[src/hw/rtl/rpl_pkg.sv]
// ----------------------------------------------------------------------------
// rpl_pkg
// Types and constants shared by the road proximity lookup modules.
// ----------------------------------------------------------------------------
`timescale 1ns / 1ps

package rpl_pkg;

    localparam int unsigned ADDR_W = 4;

    typedef enum logic [1:0] {
        OP_CLEAR  = 2'd0,
        OP_APPEND = 2'd1,
        OP_QUERY  = 2'd2
    } op_t;

    typedef enum logic [1:0] {
        REG_NEAR_LANE = 2'd0,
        REG_NEAR_EXIT = 2'd1,
        REG_OFFSET_X  = 2'd2,
        REG_OFFSET_Y  = 2'd3
    } reg_idx_t;

    typedef enum logic [1:0] {
        ST_IDLE,
        ST_SCAN,
        ST_DRAIN,
        ST_DONE
    } state_t;

    // 1000 m in 1/64 m units, squared
    localparam logic [31:0] FAR_BOUND_SQ = 32'd4096000000;

    localparam logic [15:0] NEAR_DIST_RESET = 16'd128;

    typedef struct packed {
        op_t                operation;
        logic signed [31:0] coord_x;
        logic signed [31:0] coord_y;
        logic signed [15:0] heading_in;
        logic               exit_flag;
    } cmd_t;

    typedef struct packed {
        logic               is_close;
        logic               road_found;
        logic signed [15:0] road_heading;
    } res_t;

    typedef struct packed {
        logic signed [31:0] x;
        logic signed [31:0] y;
        logic signed [15:0] heading;
        logic               is_exit;
    } point_t;

    typedef struct packed {
        logic init;
        logic rd_en;
    } scan_ctrl_t;

    typedef struct packed {
        logic busy;
        res_t result;
    } scan_stat_t;

endpackage

[src/hw/rtl/rpl_scan.sv]
// ----------------------------------------------------------------------------
// rpl_scan
// Distance pipeline and nearest-point accumulator for one query.
// ----------------------------------------------------------------------------
`timescale 1ns / 1ps

module rpl_scan (
    input  logic                  clk,
    input  logic                  rst_n,
    input  rpl_pkg::scan_ctrl_t   ctrl,
    input  logic signed [31:0]    coord_x,
    input  logic signed [31:0]    coord_y,
    input  logic signed [31:0]    offset_x,
    input  logic signed [31:0]    offset_y,
    input  logic [15:0]           near_lane,
    input  logic [15:0]           near_exit,
    input  rpl_pkg::point_t       rd_data,
    output rpl_pkg::scan_stat_t   stat
);

    logic [32:0] qx_reg;
    logic [32:0] qy_reg;
    logic [31:0] lane2_reg;
    logic [31:0] exit2_reg;
    logic [31:0] rad2_reg;

    logic        v1_reg;
    logic        va_reg;
    logic        vb_reg;

    logic [15:0] ax_reg;
    logic [15:0] ay_reg;
    logic        reach_a_reg;
    logic [15:0] head_a_reg;
    logic        exit_a_reg;

    logic [31:0] sqx_reg;
    logic [31:0] sqy_reg;
    logic        reach_b_reg;
    logic [15:0] head_b_reg;
    logic        exit_b_reg;

    logic [31:0] best_reg;
    logic        close_reg;
    logic        found_reg;
    logic [15:0] head_reg;

    logic [33:0] dx;
    logic [33:0] dy;
    logic [33:0] adx;
    logic [33:0] ady;
    logic [32:0] d2;
    logic        hit;
    logic        better;
    logic        near_hit;

    // stage A: offset difference and reach check
    always_comb
    begin
        dx  = {{2{rd_data.x[31]}}, rd_data.x} - {qx_reg[32], qx_reg};
        dy  = {{2{rd_data.y[31]}}, rd_data.y} - {qy_reg[32], qy_reg};
        adx = dx[33] ? (34'd0 - dx) : dx;
        ady = dy[33] ? (34'd0 - dy) : dy;
    end

    // stage C: sum and compare
    always_comb
    begin
        d2       = {1'b0, sqx_reg} + {1'b0, sqy_reg};
        hit      = vb_reg && reach_b_reg && (d2 < {1'b0, rad2_reg});
        better   = hit && (d2 < {1'b0, best_reg});
        near_hit = hit && ((d2 < {1'b0, lane2_reg})
                   || (exit_b_reg && (d2 < {1'b0, exit2_reg})));
    end

    always_ff @(posedge clk or negedge rst_n)
    begin
        if (!rst_n)
        begin
            v1_reg    <= 1'b0;
            va_reg    <= 1'b0;
            vb_reg    <= 1'b0;
            close_reg <= 1'b0;
            found_reg <= 1'b0;
        end
        else
        begin
            v1_reg <= ctrl.rd_en;
            va_reg <= v1_reg;
            vb_reg <= va_reg;
            if (ctrl.init)
            begin
                close_reg <= 1'b0;
                found_reg <= 1'b0;
            end
            else
            begin
                if (near_hit)
                begin
                    close_reg <= 1'b1;
                end
                if (better)
                begin
                    found_reg <= 1'b1;
                end
            end
        end
    end

    always_ff @(posedge clk)
    begin
        rad2_reg <= (lane2_reg > exit2_reg) ? lane2_reg : exit2_reg;
        if (ctrl.init)
        begin
            qx_reg    <= {coord_x[31], coord_x} + {offset_x[31], offset_x};
            qy_reg    <= {coord_y[31], coord_y} + {offset_y[31], offset_y};
            lane2_reg <= 32'(near_lane) * 32'(near_lane);
            exit2_reg <= 32'(near_exit) * 32'(near_exit);
            best_reg  <= rpl_pkg::FAR_BOUND_SQ;
            head_reg  <= 16'd0;
        end
        else if (better)
        begin
            best_reg <= d2[31:0];
            head_reg <= head_b_reg;
        end

        ax_reg      <= adx[15:0];
        ay_reg      <= ady[15:0];
        reach_a_reg <= (adx[33:16] == 18'd0) && (ady[33:16] == 18'd0);
        head_a_reg  <= rd_data.heading;
        exit_a_reg  <= rd_data.is_exit;

        sqx_reg     <= 32'(ax_reg) * 32'(ax_reg);
        sqy_reg     <= 32'(ay_reg) * 32'(ay_reg);
        reach_b_reg <= reach_a_reg;
        head_b_reg  <= head_a_reg;
        exit_b_reg  <= exit_a_reg;
    end

    always_comb
    begin
        stat.busy                = v1_reg || va_reg || vb_reg;
        stat.result.is_close     = close_reg;
        stat.result.road_found   = found_reg;
        stat.result.road_heading = head_reg;
    end

endmodule

[config.mk]
export PLATFORM = sky130hd
export DESIGN_NAME = rpl_scan
export DESIGN_NICKNAME = d
export VERILOG_FILES = /design/src/hw/rtl/rpl_pkg.sv /design/src/hw/rtl/rpl_scan.sv
export SDC_FILE = /design/constraint.sdc
export NUM_CORES = 2
export LEC_CHECK = 0
export ABC_AREA = 1
export BUFFER_PORTS_ARGS = -buffer_cell sky130_fd_sc_hd__buf_4
export CORE_ASPECT_RATIO = 0.5
export CORE_MARGIN = 2
export CORE_UTILIZATION = 34
export DETAILED_ROUTE_END_ITERATION = 10
export GPL_TIMING_DRIVEN = 0
export SLEW_MARGIN = 10
export SYNTH_ARGS = -nofsm -noshare
export SYNTH_HDL_FRONTEND = slang
export SYNTH_SLANG_ARGS = --single-unit
[constraint.sdc]
create_clock -name clk -period 8.7 [get_ports clk]
set_input_delay 1.305 -clock clk [delete_from_list [all_inputs] [get_ports clk]]
set_output_delay 1.305 -clock clk [all_outputs]
set_load 0.05 [all_outputs]
==> run metrics <==
status=complete, no violations; ratio of final minimum period to clock period=84.17%; final setup violating endpoints=0; Starting Density=approximately a third; Routed Antenna Nets=0; Worst-Skew Late Latency=about 0.62 ns; area delta synth->final=10.82%; Buffers on Ports=approximately 240; post-detailed-routing wire length=between 100000 and 150000 um; htree depth=2; RSZ-0062 raised after global routing=no; CP Data Required Time=about 9.0 ns; Netlist cell types=between 50 and 60; CTS tree=yes; drt wl/cell=between 15 and 20 um; Hold Path Depth=0; post-DP HPWL=124600 um; Clock transition at path regs=roughly 0.06 ns; worst hold path type=flop to flop; CTS Hold Bufs=0; post-synthesis cell area=between 50000 and 60000 um^2; Routability Congestion=slightly above 0.9; # clock sinks=342; initial antenna violation count=4; Fin. Hold Viols=0; layout cells sized above 1=under 10%; sequential share of the synthesized area=15.03%; Seq cells post-synth=342; largest net degree at the start of global routing=just under 90; Max Fclk=approximately 0.14 GHz; DRC=0; Net count, final=approximately 9000; DIE AREA=between 150000 and 200000 um^2; Die Y-Extent=between 200 and 300 um; clock skew=a little under 0.07 ns; Slew Viols, Final=0; Row Count=103; Synth Flop Type=dfxtp_1; fill count=between 15000 and 20000; EDFF count, synth=about 130; setup_tns=0 ns; Synth top area share=between 20% and 30%; Clock Path Buffers=3; Post-CTS Repair Setup Buffers=0; Ports=about 260; worst slew pin tran=roughly 1.2 ns; CP Data Arrival Time=approximately 7.7 ns; syn avg cell area=between 7 and 8 um^2; Net Count, Synth=just under 9000; first drt pass iteration count=7; area of the multi-input gates=between 30000 and 40000 um^2; Core ar.=around 160000 um^2; CTS root buf=clkbuf_16; DR vias/cell=approximately 4.7; GRT Util Overall=approximately 18%; Crit. End Element=flop; PostCTS Resize Cnt=0; worst relative slew slack=21.90%; vias in the first global route=around 44000; critical path type=input pin to flop; leading area contributor after synthesis=fa_1; die span in x=approximately 570 um; initial drt markers=2407; Register Area=~8200 um^2; largest cells by area after synthesis=fa_1 (24%), ha_1 (17%), inv_1 (12%); Worst R2R Path Depth=23; total number of vias=approximately 44000; post-layout min period=around 7.3 ns; total CTS buffers=40; Post-synth ARST share=roughly 1.5%; Yosys warnings=0; first-pass GRT wire length=between 200000 and 250000 um; cell count after synthesis=around 7000; max cap viols=0; crit start category=input pin; gr ovfl total=0; crit-path max FO=10
-- kinds of logic (layout without fill, tap and decap cells) --
family          Yosys count  after routing  synth area share, %
buf+inv                1925           2244                13.42
other cells               0              1                    0
simple gates           2409           2409                18.56
fa+ha+maj              1375           1375                40.77
flops                   342            342                15.03
compound gates          755            755                7.875
xor+xnor                269            269                4.357
-- cells in the mapped netlist, drive strengths merged, types with 2 or more instances --
cell type,instances
a21oi,355
o21ai,217
clkbuf,137
a31oi,40
a2111oi,2
o2111ai,2
o31ai,6
inv,1766
or2,10
dfrtp,5
a31o,4
o221ai,4
o21bai,25
a221oi,5
clkinv,3
a311oi,2
nand4,54
xnor2,102
and2,2
a21o,20
xor2,167
nor4,10
nor2,438
buf,19
a211oi,14
a21boi,17
dfxtp,209
ha,721
o211ai,15
fa,654
nor3b,5
edfxtp,128
o21a,20
o221a,6
nand3b,27
nand3,215
nand2,1594
nor3,53
-- metal layers --
layer	wire [um]	track usage [%]	vias to the layer above
li1	-	-	22210
met3	7369	1.870	161
met4	3441	4.368	0
met1	67230	24.54	21140
met5	0	0	-
met2	65970	29.37	892
-- final timing paths --
| kind | end | from | slack [ns] |
|---|---|---|---|
| min in group asynchronous | vb_reg | rst_n | 0.51 |
| max in group asynchronous | va_reg | rst_n | 8.08 |
| worst max-delay path | lane2_reg[25] | near_lane[4] | 1.38 |
| worst min register to register | head_b_reg[15] | head_a_reg[15] | 0.33 |
| worst min-delay path | head_b_reg[15] | head_a_reg[15] | 0.33 |
| worst max register to register | sqy_reg[29] | ay_reg[4] | 1.70 |
-- cells in the final DEF (no fill, tap or decap), types with 42 or more instances in the layout --
master	instances
a21oi_1	350
buf_4	252
clkbuf_1	142
clkbuf_16	42
dfxtp_1	209
edfxtp_1	128
fa_1	654
ha_1	721
inv_1	1744
nand2_1	1544
nand2_2	45
nand3_1	204
nand4_1	54
nor2_1	403
nor3_1	49
o21ai_0	196
xnor2_1	102
xor2_1	166
-- layout make-up --
| class | count | share of cell area (%) |
|---|---|---|
| multi-input combinational | 4808 | 64.57 |
| clock inverter | 22 | 0.4079 |
| inverter | 1769 | 11.05 |
| clock buffer | 52 | 1.884 |
| tap | 2100 | 4.371 |
| sequential | 342 | 13.56 |
| timing repair buffer | 245 | 3.099 |
| antenna | 1 | 0.004163 |
| buffer | 156 | 1.061 |
-- critical path, stage by stage --
cell	delay [ns]
buf_4	0.10
clkbuf_1	0.40
clkbuf_1	0.55
nand2_1	0.17
fa_1	0.56
inv_1	0.07
fa_1	0.54
ha_1	0.14
inv_1	0.05
fa_1	0.48
fa_1	0.54
inv_1	0.05
fa_1	0.43
ha_1	0.36
a21o_1	0.12
a31oi_1	0.06
o21ai_0	0.74
a21oi_1	0.23
o21ai_0	0.32
a21oi_1	0.14
o21ai_0	0.21
xor2_1	0.10
-- through the flow --
step / setup slack [ns] / util (%) / area (um^2) / hold slack, ns / instances
2_1_floorplan: 1.899 / - / 54250 / 0.3096 / 7075
6_report: 1.377 / 38.02 / 60120 / 0.3253 / 9495
3_5_place_dp: 0.8350 / 37.14 / 58740 / 0.3128 / 9420
4_1_cts: 1.470 / 38.02 / 60110 / 0.3272 / 9494
5_1_grt: 0.8948 / 38.02 / 60110 / 0.3306 / 9494
3_3_place_gp: 0.8737 / 37.13 / 58710 / 0.3102 / 9419
Power is not shown: default switching activity piles up to over one toggle a cycle in this logic, so the estimate is an artifact.
